## src/rtl/core/v3a_pkg.sv

```systemverilog
// ----------------------------------------------------------------------------
// v3a_pkg
// Types and constants shared by the vector unit's modules.
// ----------------------------------------------------------------------------
`default_nettype none

package v3a_pkg;

	localparam int unsigned QUEUE_DEPTH = 4;
	localparam int unsigned QUEUE_AW    = 2;

	localparam logic [3:0] CMD_ADD    = 4'd0;
	localparam logic [3:0] CMD_SUB    = 4'd1;
	localparam logic [3:0] CMD_MUL    = 4'd2;
	localparam logic [3:0] CMD_LERP   = 4'd3;
	localparam logic [3:0] CMD_DOT    = 4'd4;
	localparam logic [3:0] CMD_CROSS  = 4'd5;
	localparam logic [3:0] CMD_LENGTH = 4'd6;
	localparam logic [3:0] CMD_DIST   = 4'd7;
	localparam logic [3:0] CMD_SCALE  = 4'd8;
	localparam logic [3:0] CMD_NORM   = 4'd9;

	typedef struct packed {
		logic [3:0]         command;
		logic signed [31:0] a_x;
		logic signed [31:0] a_y;
		logic signed [31:0] a_z;
		logic signed [31:0] b_x;
		logic signed [31:0] b_y;
		logic signed [31:0] b_z;
		logic signed [31:0] scalar_t;
	} request_t;

	typedef struct packed {
		logic signed [31:0] r_x;
		logic signed [31:0] r_y;
		logic signed [31:0] r_z;
		logic signed [31:0] r_scalar;
		logic               fault;
	} result_t;

	typedef struct packed {
		logic     long_op;
		request_t req;
	} queue_entry_t;

endpackage

`default_nettype wire

```

## src/rtl/core/v3a_front.sv

```systemverilog
// ----------------------------------------------------------------------------
// v3a_front
// Accepts commands, tags the long (root and divide) ones, and queues them.
// ----------------------------------------------------------------------------
`default_nettype none

module v3a_front (
	input  logic                   clk,
	input  logic                   arst_n,
	input  logic                   start,
	output logic                   busy,
	input  v3a_pkg::request_t      request,
	input  logic                   pop,
	output logic                   head_valid,
	output v3a_pkg::queue_entry_t  head
);
	import v3a_pkg::*;

	queue_entry_t        entry_q [QUEUE_DEPTH];
	logic [QUEUE_AW-1:0] wr_ptr_q;
	logic [QUEUE_AW-1:0] rd_ptr_q;
	logic [QUEUE_AW:0]   count_q;
	logic                push;
	logic                long_op;

	assign busy       = (count_q == QUEUE_AW'(0) + (QUEUE_AW+1)'(QUEUE_DEPTH));
	assign push       = start & ~busy;
	assign head_valid = (count_q != '0);
	assign head       = entry_q[rd_ptr_q];

	assign long_op = (request.command == CMD_LENGTH) || (request.command == CMD_DIST) ||
		(request.command == CMD_NORM);

	always_ff @(posedge clk) begin
		if (push) begin
			entry_q[wr_ptr_q] <= '{long_op: long_op, req: request};
		end
	end

	always_ff @(posedge clk or negedge arst_n) begin
		if (!arst_n) begin
			wr_ptr_q <= '0;
			rd_ptr_q <= '0;
			count_q  <= '0;
		end else begin
			if (push) begin
				wr_ptr_q <= wr_ptr_q + 1'b1;
			end
			if (pop) begin
				rd_ptr_q <= rd_ptr_q + 1'b1;
			end
			case ({push, pop})
				2'b10:   count_q <= count_q + 1'b1;
				2'b01:   count_q <= count_q - 1'b1;
				default: count_q <= count_q;
			endcase
		end
	end

endmodule

`default_nettype wire

```

## config.mk

```make
export PLATFORM = sky130hd
export DESIGN_NAME = v3a_front
export DESIGN_NICKNAME = d
export VERILOG_FILES = /design/src/rtl/core/v3a_pkg.sv /design/src/rtl/core/v3a_front.sv
export SDC_FILE = /design/constraint.sdc
export NUM_CORES = 1
export LEC_CHECK = 0
export ABC_CLOCK_PERIOD_IN_PS = 16750
export BUFFER_PORTS_ARGS = -buffer_cell sky130_fd_sc_hd__buf_2
export CORE_AREA = 2 2 238 240
export CTS_CLUSTER_SIZE = 10
export DETAILED_ROUTE_END_ITERATION = 6
export DIE_AREA = 0 0 240 242
export PLACE_DENSITY = 0.82
export SYNTH_ARGS = -nofsm -noshare
export SYNTH_HDL_FRONTEND = slang
export SYNTH_SLANG_ARGS = --single-unit
```

## constraint.sdc

```tcl
create_clock -name clk -period 16.75 [get_ports clk]
set_input_delay 1.675 -clock clk [delete_from_list [all_inputs] [get_ports clk]]
set_output_delay 1.675 -clock clk [all_outputs]
set_load 0.005 [all_outputs]
```

* Word level (Yosys, flattened, before mapping)
Memory sizes are Yosys's and may differ from the RTL's.
Index checks and enable logic that the tools add are counted.
** Operators by class
- Reductions and logical operators :: 4
- Multiplexer cells :: 3
- Bitwise logic cells :: 2
- $add $sub $neg :: 4
- Eq/ne operators :: 6
** Operators with widths (number)
- $eq A4 B3 Y1 const B :: 2
- $pmux W3 S2 :: 1
- $add A2 B1 Y2 const B :: 2
- $eq A4 B4 Y1 const B :: 1
- $add A3 B1 Y3 const B :: 1
- $eq A3 B3 Y1 const B :: 1
- $reduce_bool A3 Y1 :: 1
- $sub A3 B1 Y3 const B :: 1
- $eq A2 B1 Y1 const B :: 1
- $eq A2 B2 Y1 const B :: 1
- $logic_or A1 B1 Y1 :: 2
- $mux W1 :: 2
- $reduce_bool A2 Y1 :: 1
- $and A1 B1 Y1 :: 1
- $not A1 Y1 :: 1
** Storage, ports and cells
- Memories kept :: 1
- Word-level logic and storage cells :: 23
- Output and inout port bits :: 231
- Bits of input ports :: 232
- RAM bits :: 916
- Register bits :: 7
** Memory list
- entry_q :: depth 4, bits a word 229, rd ports 1, clocked after Yosys merged registers in 0, write ports 1, line v3a_front.sv:19 : queue_entry_t entry_q [QUEUE_DEPTH];

* Logic depth before layout (Yosys ltp)
- Word-level depth :: 5
- Mapped depth :: 9
- Gate-level depth less buffers :: 9

* Least setup slack after synthesis
No wires, ideal clock.
- Path type :: in2reg
- From :: in start
- To :: mem entry_q[0][0] in the netlist's numbering, enable pin
- Stages :: 2
- Arrival time :: 7.246 ns
- Data required time :: 16.132 ns
- Library setup time :: 0.618 ns
- Slack :: 8.885 ns
- Path buffers :: 0
- Cell sequence :: nor2b_1 -> and2_1
** Between the ends
- Longest elaborated chain between the ends :: 3
** RTL lines
- start: declaration :: line v3a_front.sv:10 : input logic start,
- $and A1 B1 Y1 :: line v3a_front.sv:27 : assign push = start & ~busy;
- $mux W1 :: line v3a_front.sv:35 : if (push) begin
- $mux W1 (implied by the code) :: line v3a_front.sv:36 : entry_q[wr_ptr_q] <= '{long_op: long_op, req: request};
- end: declaration :: line v3a_front.sv:19
No other way between the ends.

==> flow_metrics.env <==
export IMPL_syn_area_mm2=0.0335
export IMPL_num_vias=15500
export IMPL_initialDrtViolationCount=1313
export IMPL_ys_seq_area_share_pct=82.7
export IMPL_grt_pass1_vias=16400
export IMPL_gr_total_overflow=0
export IMPL_crit_type="reg -> out"
export IMPL_p_leak_nw=13.3
export IMPL_wl_per_cell_um=28.2
export IMPL_netlist_cell_type_count=22
export IMPL_setup_tns_final_ns=0
export IMPL_slew_limit_headroom_pct=23.8
export IMPL_htreeDepth=3
export IMPL_synth_area_leaders="edfxtp_1, mux4_2, buf_6"
export IMPL_cts_path_max_buffers=3
export IMPL_die_area_mm2=0.0581
export IMPL_critPathLaunchType="flop"
export IMPL_total_power_mw=7.04
export IMPL_cts_hold_buf=0
export IMPL_hp_start="count_q[2]"
export IMPL_die_height_um=242
export IMPL_cts_buffers_inserted=103
export IMPL_syn_area_per_cell_um2=27.1
export IMPL_period_share_pct=33.8
export IMPL_layout_nets=2008
export IMPL_synth_top_area_cell="edfxtp_1"
export IMPL_p_per_area_mw_per_mm2=179
export IMPL_max_freq_mhz=177
export IMPL_dp_final_hpwl_um=41600
export IMPL_syn_nets=1475
export IMPL_async_reset_ff_share_pct=0.758
export IMPL_hp_class="reg -> reg"
export IMPL_antenna_found_initial=35
export IMPL_area_delta_synth_final_pct=17.5
export IMPL_viasPerCell=6.03
export IMPL_rsz0062_at_grt="no"
export IMPL_fin_util_pct=70.6
export IMPL_ys_ff_latch=923
export IMPL_ys_warn_count=0
export IMPL_required_ns=15.07
export IMPL_post_cts_buffers=0
export IMPL_path_max_fanout=49
export IMPL_post_cts_resized=0
export IMPL_finalSetupViolations=0
export IMPL_drc=0
export IMPL_fin_crit_ns=5.66
export IMPL_drtAntennaViolNets=0
export IMPL_cts_sinks=923
export IMPL_worst_slew_pin_slew_ns=1.14
export IMPL_clock_skew_ns=0.0222
export IMPL_end_kind="primary output"
export IMPL_firstDrtPassIters=5
export IMPL_dpl_cell_area_mm2=0.0365
export IMPL_stdcell_area_mm2=0.0394
export IMPL_clk_latency_ns=0.64
export IMPL_grt_max_degree=117
export IMPL_cp_arrival_ns=3.98
export IMPL_chipWidth_um=240
export IMPL_gp_congestion=0.791
export IMPL_io_buffer_count=462
export IMPL_drive_gt1_share_pct=46.3
export IMPL_initial_core_util_pct=60.1
export IMPL_rr_startpoint="count_q[2]"
export IMPL_status="complete, no violations"
export IMPL_synth_edff_count=916
export IMPL_drv_cap=0
export IMPL_synth_common_cells="edfxtp_1, mux4_2, buf_2"
export IMPL_ctsRootBufferMaster="clkbuf_16"
export IMPL_grt_usage_pct=25.3
export IMPL_yosysMostFrequentCell="edfxtp_1"
export IMPL_ios=463
export IMPL_hold_viol_final=0
export IMPL_core_area_mm2=0.0557
export IMPL_syn_inst=1237
export IMPL_startpoint="rd_ptr_q[0]"
export IMPL_synth_top_cell_area_share_pct=82.1
export IMPL_drt_wl_total_um=72300
export IMPL_ir_worst_vdd_mv=0.161
export IMPL_synth_ff_type="edfxtp_1"
export IMPL_clk_pin_slew_ns=0.05
export IMPL_cts_tree="done"
export IMPL_grt_pass1_wl_um=107000
export IMPL_slew_viol_final=0
export IMPL_num_rows=87
## final cells by class
class	instances	area, µm²
diodes	19	47.5
clock buffers	117	2670
clock inverters	8	126
fillers	3167	16400
inverters	6	22.5
multi-input cells	256	5390
flip-flops and latches	923	27700
well taps	756	946
repair buffers	480	2460
## placed cells by master, fill, tap and decap left out, drive strengths merged, types with 2 or more instances in the layout
master / count
edfxtp: 916
buf: 480
mux4: 229
clkbuf: 117
diode: 19
inv: 9
dfrtp: 7
ha: 5
and2: 4
clkinv: 4
xnor2: 3
xor2: 3
nand2: 2
nor2: 2
## stage by stage
| step | std cells | hold slack (ns) | setup WS (ns) |
|---|---|---|---|
| 2_1_floorplan | 1237 | 0.449 | 8.89 |
| 3_3_place_gp | 2421 | 0.471 | 11.69 |
| 3_5_place_dp | 2421 | 0.497 | 11.64 |
| 4_1_cts | 2546 | 0.502 | 10.93 |
| 5_1_grt | 2556 | 0.538 | 10.73 |
| 6_report | 2565 | 0.491 | 11.09 |
## flip-flops by register name, summed over array words and instances (netlist names)
register / count
count_q: 3
entry_q: 916
rd_ptr_q: 2
wr_ptr_q: 2
## metal layers
layer	routed length, µm	vias to the layer above	track usage (%)	part of all wire, %
met5	256	-	0	0.35
met4	2020	38	8.53	2.8
met3	7210	162	8.18	10
met2	36700	790	41.3	51
met1	26200	8062	32.6	36
li1	-	6421	-	-
## power breakdown
| group | internal (mW) | switching (mW) |
|---|---|---|
| clock network | 1.13 | 0.809 |
| logic | 0.878 | 1.00 |
| registers | 3.06 | 0.168 |
## worst paths after layout
path	end	slack [ns]	cells after the start
min in group asynchronous	count_q[1]	0.87	1
min reg2reg	count_q[2]	0.49	1
max in group asynchronous	rd_ptr_q[0]	15.71	1
max reg2reg	entry_q[0][110]	12.89	5
max	head[114]	11.09	4
min	count_q[2]	0.49	1
## critical path, stage by stage, from the launching register on
cell and delay, ns:
dfrtp_4 0.82, buf_4 0.89, buf_4 0.77, mux4_2 0.63
buf_2 0.15
## cells by family (layout without fill, tap and decap cells)
logic type	Yosys count	after routing	synth area share [%]
xor+xnor	6	6	0.157
fa+ha+maj	6	6	0.247
flops	923	923	82.7
compound gates	1	1	0.0149
buf+inv	58	611	1.26
simple gates	12	12	0.194
mux	231	231	15.5
other cells	0	19	0
Power figures use the tool's default switching activity.
