[config.mk]
export PLATFORM = sky130hd
export DESIGN_NAME = v3a_iter
export DESIGN_NICKNAME = d
export VERILOG_FILES = /design/src/rtl/core/v3a_pkg.sv /design/src/rtl/core/v3a_iter.sv
export SDC_FILE = /design/constraint.sdc
export NUM_CORES = 2
export LEC_CHECK = 0
export ABC_AREA = 1
export BUFFER_PORTS_ARGS = -buffer_cell sky130_fd_sc_hd__buf_2
export CAP_MARGIN = 20
export CORE_MARGIN = 5
export CORE_UTILIZATION = 50
export CTS_CLUSTER_SIZE = 12
export DETAILED_ROUTE_END_ITERATION = 6
export PLACE_DENSITY = 0.69
export SYNTH_ARGS = -nofsm -noshare
export SYNTH_HDL_FRONTEND = slang
export SYNTH_SLANG_ARGS = --single-unit
[constraint.sdc]
create_clock -name clk -period 13.7 [get_ports clk]
set_input_delay 0.685 -clock clk [delete_from_list [all_inputs] [get_ports clk]]
set_output_delay 0.685 -clock clk [all_outputs]
set_load 0.03 [all_outputs]
[src/rtl/core/v3a_pkg.sv]
// ----------------------------------------------------------------------------
// v3a_pkg
// Types and constants shared by the vector unit's modules.
// ----------------------------------------------------------------------------
`default_nettype none

package v3a_pkg;

	localparam int unsigned QUEUE_DEPTH = 4;
	localparam int unsigned QUEUE_AW    = 2;

	localparam logic [3:0] CMD_ADD    = 4'd0;
	localparam logic [3:0] CMD_SUB    = 4'd1;
	localparam logic [3:0] CMD_MUL    = 4'd2;
	localparam logic [3:0] CMD_LERP   = 4'd3;
	localparam logic [3:0] CMD_DOT    = 4'd4;
	localparam logic [3:0] CMD_CROSS  = 4'd5;
	localparam logic [3:0] CMD_LENGTH = 4'd6;
	localparam logic [3:0] CMD_DIST   = 4'd7;
	localparam logic [3:0] CMD_SCALE  = 4'd8;
	localparam logic [3:0] CMD_NORM   = 4'd9;

	typedef struct packed {
		logic [3:0]         command;
		logic signed [31:0] a_x;
		logic signed [31:0] a_y;
		logic signed [31:0] a_z;
		logic signed [31:0] b_x;
		logic signed [31:0] b_y;
		logic signed [31:0] b_z;
		logic signed [31:0] scalar_t;
	} request_t;

	typedef struct packed {
		logic signed [31:0] r_x;
		logic signed [31:0] r_y;
		logic signed [31:0] r_z;
		logic signed [31:0] r_scalar;
		logic               fault;
	} result_t;

	typedef struct packed {
		logic     long_op;
		request_t req;
	} queue_entry_t;

endpackage

`default_nettype wire

[src/rtl/core/v3a_iter.sv]
// ----------------------------------------------------------------------------
// v3a_iter
// Iterative unit for length, distance and normalize: squares, root, divide.
// ----------------------------------------------------------------------------
`default_nettype none

module v3a_iter #(
	parameter int unsigned FRAC_BITS = 16
) (
	input  logic              clk,
	input  logic              arst_n,
	input  logic              go,
	input  v3a_pkg::request_t req,
	output logic              busy,
	output logic              done,
	output v3a_pkg::result_t  res
);
	import v3a_pkg::*;

	localparam logic [3:0] ST_IDLE      = 4'd0;
	localparam logic [3:0] ST_SHIFT     = 4'd1;
	localparam logic [3:0] ST_SQUARE    = 4'd2;
	localparam logic [3:0] ST_ROOT      = 4'd3;
	localparam logic [3:0] ST_ROUND     = 4'd4;
	localparam logic [3:0] ST_DIV_LOAD  = 4'd5;
	localparam logic [3:0] ST_DIVIDE    = 4'd6;
	localparam logic [3:0] ST_DIV_STORE = 4'd7;
	localparam logic [3:0] ST_DONE      = 4'd8;

	logic [3:0]         state_q;
	logic               norm_q;
	logic signed [32:0] vec_q [3];
	logic [31:0]        max_q;
	logic [1:0]         lane_q;
	logic [63:0]        prod_q;
	logic [63:0]        acc_q;
	logic [63:0]        root_q;
	logic [63:0]        bit_q;
	logic [31:0]        len_q;
	logic [63:0]        num_q;
	logic [31:0]        drem_q;
	logic [31:0]        quo_q;
	logic [4:0]         cnt_q;
	result_t            res_q;

	logic signed [32:0] dv [3];
	logic [32:0]        dm [3];
	logic [32:0]        m01;
	logic [32:0]        mx;
	logic               huge;
	logic signed [32:0] sel_vec;
	logic [32:0]        sel_mag;
	logic [63:0]        sq;
	logic [63:0]        rb;
	logic [32:0]        trial;
	logic               ge;
	logic [63:0]        nload;
	logic [31:0]        len_d;
	logic [31:0]        qval;
	logic               qsat;

	function automatic logic [32:0] mag33(input logic signed [32:0] v);
		return v[32] ? -v : v;
	endfunction

	assign dv[0] = (req.command == CMD_DIST) ? ({req.a_x[31], req.a_x} - {req.b_x[31], req.b_x})
		: {req.a_x[31], req.a_x};
	assign dv[1] = (req.command == CMD_DIST) ? ({req.a_y[31], req.a_y} - {req.b_y[31], req.b_y})
		: {req.a_y[31], req.a_y};
	assign dv[2] = (req.command == CMD_DIST) ? ({req.a_z[31], req.a_z} - {req.b_z[31], req.b_z})
		: {req.a_z[31], req.a_z};

	always_comb begin
		for (int i = 0; i < 3; i++) begin
			dm[i] = mag33(dv[i]);
		end
		huge = dm[0][32] | dm[0][31] | dm[1][32] | dm[1][31] | dm[2][32] | dm[2][31];
		m01  = (dm[0] > dm[1]) ? dm[0] : dm[1];
		mx   = (m01 > dm[2]) ? m01 : dm[2];
	end

	always_comb begin
		case (lane_q)
			2'd0:    sel_vec = vec_q[0];
			2'd1:    sel_vec = vec_q[1];
			2'd2:    sel_vec = vec_q[2];
			default: sel_vec = '0;
		endcase
	end

	assign sel_mag = mag33(sel_vec);
	assign sq      = sel_mag[31:0] * sel_mag[31:0];
	assign rb      = root_q + bit_q;
	assign trial   = {drem_q, num_q[31]};
	assign ge      = (trial >= {1'b0, len_q});
	assign nload   = ({31'b0, sel_mag} << FRAC_BITS) + {33'b0, len_q[31:1]};
	assign len_d   = root_q[31:0] + {31'b0, (acc_q > root_q)};

	// Apply the sign to the quotient and clamp.
	always_comb begin
		qsat = 1'b0;
		qval = quo_q;
		if (!sel_vec[32]) begin
			if (quo_q > 32'h7FFF_FFFF) begin
				qsat = 1'b1;
				qval = 32'h7FFF_FFFF;
			end
		end else begin
			if (quo_q > 32'h8000_0000) begin
				qsat = 1'b1;
				qval = 32'h8000_0000;
			end else begin
				qval = -quo_q;
			end
		end
	end

	always_ff @(posedge clk or negedge arst_n) begin
		if (!arst_n) begin
			state_q <= ST_IDLE;
		end else begin
			case (state_q)
				ST_IDLE: begin
					if (go) begin
						if (req.command == CMD_NORM) begin
							state_q <= (mx == '0) ? ST_DONE : ST_SHIFT;
						end else begin
							state_q <= huge ? ST_DONE : ST_SQUARE;
						end
					end
				end
				ST_SHIFT: begin
					if (max_q[31:30] != 2'b00) begin
						state_q <= ST_SQUARE;
					end
				end
				ST_SQUARE: begin
					if (lane_q == 2'd3) begin
						state_q <= ST_ROOT;
					end
				end
				ST_ROOT: begin
					if (bit_q[0]) begin
						state_q <= ST_ROUND;
					end
				end
				ST_ROUND:     state_q <= norm_q ? ST_DIV_LOAD : ST_DONE;
				ST_DIV_LOAD:  state_q <= ST_DIVIDE;
				ST_DIVIDE: begin
					if (cnt_q == 5'd31) begin
						state_q <= ST_DIV_STORE;
					end
				end
				ST_DIV_STORE: state_q <= (lane_q == 2'd2) ? ST_DONE : ST_DIV_LOAD;
				default:      state_q <= ST_IDLE;
			endcase
		end
	end

	always_ff @(posedge clk) begin
		case (state_q)
			ST_IDLE: begin
				res_q  <= '0;
				norm_q <= (req.command == CMD_NORM);
				max_q  <= mx[31:0];
				acc_q  <= '0;
				lane_q <= '0;
				for (int i = 0; i < 3; i++) begin
					vec_q[i] <= dv[i];
				end
				if (req.command == CMD_NORM) begin
					res_q.fault <= (mx == '0);
				end else if (huge) begin
					res_q.r_scalar <= 32'h7FFF_FFFF;
					res_q.fault    <= 1'b1;
				end
			end
			ST_SHIFT: begin
				// Shift all components together until the largest fills the word.
				if (max_q[31:30] == 2'b00) begin
					max_q <= max_q << 1;
					for (int i = 0; i < 3; i++) begin
						vec_q[i] <= vec_q[i] <<< 1;
					end
				end
			end
			ST_SQUARE: begin
				if (lane_q != 2'd3) begin
					prod_q <= sq;
				end
				if (lane_q != 2'd0) begin
					acc_q <= acc_q + prod_q;
				end
				lane_q <= lane_q + 1'b1;
				root_q <= '0;
				bit_q  <= 64'h4000_0000_0000_0000;
			end
			ST_ROOT: begin
				if (acc_q >= rb) begin
					acc_q  <= acc_q - rb;
					root_q <= (root_q >> 1) + bit_q;
				end else begin
					root_q <= root_q >> 1;
				end
				bit_q <= bit_q >> 2;
			end
			ST_ROUND: begin
				len_q  <= len_d;
				lane_q <= '0;
				if (!norm_q) begin
					if (len_d > 32'h7FFF_FFFF) begin
						res_q.r_scalar <= 32'h7FFF_FFFF;
						res_q.fault    <= 1'b1;
					end else begin
						res_q.r_scalar <= len_d;
					end
				end
			end
			ST_DIV_LOAD: begin
				num_q  <= nload;
				drem_q <= nload[63:32];
				quo_q  <= '0;
				cnt_q  <= '0;
			end
			ST_DIVIDE: begin
				num_q  <= num_q << 1;
				drem_q <= ge ? 32'(trial - {1'b0, len_q}) : trial[31:0];
				quo_q  <= {quo_q[30:0], ge};
				cnt_q  <= cnt_q + 1'b1;
			end
			ST_DIV_STORE: begin
				case (lane_q)
					2'd0:    res_q.r_x <= qval;
					2'd1:    res_q.r_y <= qval;
					default: res_q.r_z <= qval;
				endcase
				if (qsat) begin
					res_q.fault <= 1'b1;
				end
				lane_q <= lane_q + 1'b1;
			end
			default: begin
				lane_q <= lane_q;
			end
		endcase
	end

	assign busy = (state_q != ST_IDLE);
	assign done = (state_q == ST_DONE);
	assign res  = res_q;

endmodule

`default_nettype wire

======== Yosys cells after proc, flatten, opt, wreduce, memory -nomap -nowiden ========
Memories as Yosys holds them, arrays and structs flattened.
Index checks and enable logic that the tools add are counted.
cells by class
  add/subtract/negate cells ............... 17
  multiply operators ...................... 1
  div/mod/pow operators ................... 0
  magnitude comparators ................... 8
  equality and inequality tests ........... 29
  shifts and indexed selects .............. 0
  multiplexer cells ....................... 62
  bitwise logic cells ..................... 8
  reduce and logical (&&, ||, !) cells .... 27
operators with widths
  operator                                                                           number
  33-bit two-way mux                                                                 13
  32-bit two-way mux                                                                 11
  32-bit one-hot mux with 2 select lines                                             5
  64-bit one-hot mux with 2 select lines                                             2
  64-bit two-way mux                                                                 3
  64-bit one-hot mux with 3 select lines                                             1
  96-bit one-hot mux with 2 select lines                                             1
  33-bit negation                                                                    4
  64-bit adder                                                                       2
  33-bit one-hot mux with 3 select lines                                             1
  32-bit by 32-bit subtractor with 33-bit output                                     3
  33-bit greater-than comparator                                                     2
  63-bit by 64-bit adder with 64-bit output                                          1
  64-bit >= comparator                                                               1
  32-bit by 31-bit greater-than comparator with 1-bit output, second input constant  2
  64-bit greater-than comparator                                                     1
  32-bit by 32-bit multiplier with 64-bit output                                     1
  64-bit subtractor                                                                  1
  49-bit by 31-bit adder with 50-bit output                                          1
  4-bit two-way mux                                                                  10
  33-bit by 32-bit >= comparator with 1-bit output                                   1
  33-bit logical NOT                                                                 1
  32-bit by 1-bit adder with 32-bit output                                           1
  32-bit greater-than comparator, second input constant                              1
  29 further kinds                                                                   82
storage, ports and cells
  register bits ........................... 557
  latch bits .............................. 0
  bits in writable memories ............... 99
  ROM bits ................................ 0
  input bits .............................. 231
  output and inout bits ................... 131
  memories kept ........................... 1
memory list
  memory  depth  width  read ports  clocked after Yosys merged registers in  write ports  RTL line        RTL
  vec_q   3      33     3           0                                        3            v3a_iter.sv:32  logic signed [32:0] vec_q [3];

======== Longest topological paths before layout ========
  depth in word-level cells ............... 13
  gate-level depth with buffers ........... 68
  mapped depth without buffers ............ 65

======== Worst setup path after synthesis ========
OpenSTA, ideal clock, no wires.
  path kind ............................... reg2reg
  from .................................... register lane_q[0]
  to ...................................... register prod_q[54], data pin
  library setup time ...................... 0.252 ns
  arrival ................................. 9.668 ns
  data required time ...................... 13.448 ns
  slack ................................... 3.780 ns
  stages on the path, launching flop included .. 54
  path buffers ............................ 3
  cells stage by stage .................... edfxtp_1 inv_1 ha_1 clkbuf_1 nand2_1 nand3_1 nand2_1 clkbuf_1 ha_1 nand3_1 nor3_1 nand3_1 inv_1 nand2_1 inv_1 nand3_1 nor3_1 nand2_1 (+18 left out) fa_1 inv_1 fa_1 inv_1 ha_1 nand2_1 nor2_1 inv_1 o21bai_1 a21boi_1 o21ai_1 a21boi_0 o21ai_1 a21oi_1 o21ai_0 nand3_1 nand3_1 nand2_1
on the way
  cells in the longest elaborated chain, start to end .. 5
  elaborated cells between the ends (all ways) .. 7
RTL lines
  item                                                RTL line         RTL
  from (decl)                                         v3a_iter.sv:34   logic [1:0] lane_q;
  from (signal assigned)                              v3a_iter.sv:194  lane_q <= lane_q + 1'b1;
  from (signal assigned)                              v3a_iter.sv:240  lane_q <= lane_q + 1'b1;
  from (signal assigned)                              v3a_iter.sv:243  lane_q <= lane_q;
  2-bit == test, or another cell as far along         v3a_iter.sv:83   case (lane_q)
  33-bit one-hot mux with 3 select lines (*)          v3a_iter.sv:83
  33-bit negation                                     v3a_iter.sv:63   return v[32] ? -v : v;
  33-bit two-way mux (*)                              v3a_iter.sv:63
  32-bit by 32-bit multiplier with 64-bit output (*)  v3a_iter.sv:92   assign sq = sel_mag[31:0] * sel_mag[31:0];
  via sq[54]                                          v3a_iter.sv:53   logic [63:0] sq;
  to (signal assigned)                                v3a_iter.sv:189  prod_q <= sq;
  to (decl)                                           v3a_iter.sv:35   logic [63:0] prod_q;
The timed path passes the listed nets; every way through them passes the cells marked *.
A chain may end at the register's enable or synchronous reset.

======== Final worst setup path ========
Ends and elaborated chain as after synthesis.

==> results_dict.tcl <==
set metrics [dict create \
    antenna_found_initial 13 \
    finalClockSkew_ns 0.03744 \
    synth_cells 10730 \
    cp_slowest_cell "clkinv_1" \
    routed_wirelength_mm 265.1 \
    start_util_pct 50.33 \
    crit_path_frequent_cell "inv_1" \
    maxCapViolCount 0 \
    overflow 0 \
    arrival_ns 12.65 \
    hold_ws_ns 0.4516 \
    yosysWarnings 0 \
    design.die.area_mm2 0.1743 \
    die_height_um 417.5 \
    synthArstFlopShare_pct 0.6421 \
    critPathRequiredTime_ns 14.16 \
    synth_common_cells "inv_1 (2,163), nand2_1 (2,157), nor2_1 (1,013), fa_1 (814), ha_1 (741)" \
    synth-seq-area-share_pct 22.51 \
    clock_path_buffers 3 \
    wl_per_cell_um 20.03 \
    status "complete, no violations" \
    cts.sinks 623 \
    vias_per_cell 5.562 \
    drtIter0Drc 6877 \
    grtUsageTotal_pct 29.91 \
    netlist_area_mm2 0.08304 \
    fin_nets 12770 \
    cts_tree "built" \
    drt-pass1-iter-count 6 \
    drc_errors 0 \
    drive_gt1_share_pct 6.606 \
    yosys.area.top_type "edfxtp_1" \
    hold_viol_final 0 \
    gp_congestion 0.9975 \
    root_buffer "clkbuf_16" \
    ant_nets 0 \
    worstSetupPathType "reg2reg" \
    grt_pass1_vias 73640 \
    area_growth_pct 8.097 \
    worst_pin_slew_ns 1.171 \
    cts.clk_slew.worst_paths_ns 0.06 \
    fmax_mhz 82.07 \
    cp_max_fo 30 \
    syn_nets 12520 \
    synth.top_cell.area_share_pct 22.38 \
    pin_count 362 \
    design_area_mm2 0.08976 \
    cp_top_family "adder cells" \
    min_period_over_period_pct 88.94 \
    drv_slew 0 \
    nFillCells 15500 \
    rrSetupSlack_ns 1.52 \
    portBuffers 329 \
    utilization_pct 54.40 \
    grt_pass1_wl_mm 408.0 \
    dpl_cell_area_mm2 0.08722 \
    cts_max_level 3 \
    place_hpwl_mm 216.3 \
    finalSetupViolations 0 \
    tns_ns 0 \
    critPathLaunchType "register" \
    rows 149 \
    die_x_um 417.5 \
    end_kind "register" \
    cts_made_buffers 74 \
    vias 73610 \
    min_path_type "in2reg" \
    synth_ff_type "edfxtp_1" \
    ys_top_cells_by_area "edfxtp_1 (22%), fa_1 (20%), ha_1 (11%)" \
    fin_crit_ns 12.18 \
    ys_types 69 \
    grt_setup_unrepaired "no" \
    yosysMostFrequentCell "inv_1" \
    grt_max_degree 88 \
    min_from "go" \
    slew_headroom_pct 19.71 \
    worstRegToRegCells 53 \
    fp.coreArea_mm2 0.1650 \
    reg2reg_from "lane_q[0]$_SDFFCE_PN0P_" \
    r2r-end "prod_q[54]$_DFFE_PP_" \
    min_path_cells 5 \
    ys_ff_latch 623 \
    whs_endpoint "state_q[3]$_DFFE_PN0P_" \
    cpPeakStageDelay_ns 0.83 \
    synth_edf_count 619 \
    clk_latency_ns 0.71 \
    critPathBufInv 19 \
    syn_avg_cell_area_um2 7.737 \
]
-- layout by cell type, fill, tap and decap left out, drive strengths merged, types with 415 or more instances in the layout --
cell type | netlist | layout
buf | 79 | 428
o21ai | 708 | 708
edfxtp | 619 | 619
nand2 | 2183 | 2183
nand3 | 415 | 415
ha | 741 | 741
inv | 2177 | 2179
a21oi | 647 | 647
fa | 814 | 814
nor2 | 1032 | 1032
-- per-stage QoR --
| stage | setup slack, ns | cells |
|---|---|---|
| 2_1_floorplan | 3.780 | 10730 |
| 3_3_place_gp | 1.787 | 13090 |
| 3_5_place_dp | 1.645 | 13090 |
| 4_1_cts | 1.669 | 13220 |
| 5_1_grt | 0.7811 | 13230 |
| 6_report | 1.516 | 13240 |
-- flip-flops by register name (all words and copies together), names as in the netlist, 63 cells and up --
name	flops
prod_q	63
acc_q	64
res	129
root_q	64
vec_q	99
-- worst max path at each step --
stage	from	to	cells after the start
finish	lane_q[0]$_SDFFCE_PN0P_	prod_q[54]$_DFFE_PP_	53
global route	lane_q[0]$_SDFFCE_PN0P_	prod_q[63]$_DFFE_PP_	57
CTS	lane_q[0]$_SDFFCE_PN0P_	prod_q[54]$_DFFE_PP_	51
detailed placement	lane_q[0]$_SDFFCE_PN0P_	prod_q[54]$_DFFE_PP_	51
global placement	lane_q[0]$_SDFFCE_PN0P_	prod_q[54]$_DFFE_PP_	53
floorplan	lane_q[0]$_SDFFCE_PN0P_	prod_q[54]$_DFFE_PP_	53
-- metal layers --
layer / global-route usage, % / vias to the layer above / wire length, µm
met2: 48.53 / 3137 / 119900
li1: - / 34800 / -
met3: 5.969 / 649 / 23710
met1: 38.73 / 35020 / 106700
met5: 0 / - / 9
met4: 13.91 / 2 / 14740
-- layout make-up --
class                   count  area [µm²]  area share (%)
multi-input cells        7666       55190           61.48
flip-flops and latches    623       18690           20.82
well taps                2189        2739           3.051
repair buffers            430        2512           2.799
diodes                     10       25.02         0.02788
clock inverters            41       494.2          0.5506
clock buffers              87        1901           2.117
inverters                2189        8217           9.154
-- tightest hold or removal path: cells and delay by family --
family | cells | cell delay [ns]
simple gates | 3 | 0.27
compound gates | 1 | 0.04
buf+inv | 1 | 0.10
-- repair_timing --
item                      in CTS  in global routing
resized for setup              0                  0
hold endpoints to repair       4                  0
buffers inserted               0                  0
hold buffers                   1                  0
-- cells by family after synthesis --
group / after synthesis / synth area share (%)
AO/OA/AOI/OAI: 1709 / 11.30
flip-flops: 623 / 22.51
buffers and inverters: 2443 / 11.23
multiplexers: 2 / 0.02411
AND/OR/NAND/NOR: 4015 / 20.10
XOR/XNOR: 384 / 4.050
adder cells (fa/ha/maj): 1555 / 30.79
other: 1 / 0.004516
Power is not shown: default switching activity piles up to over one toggle a cycle in this logic, so the estimate is an artifact.
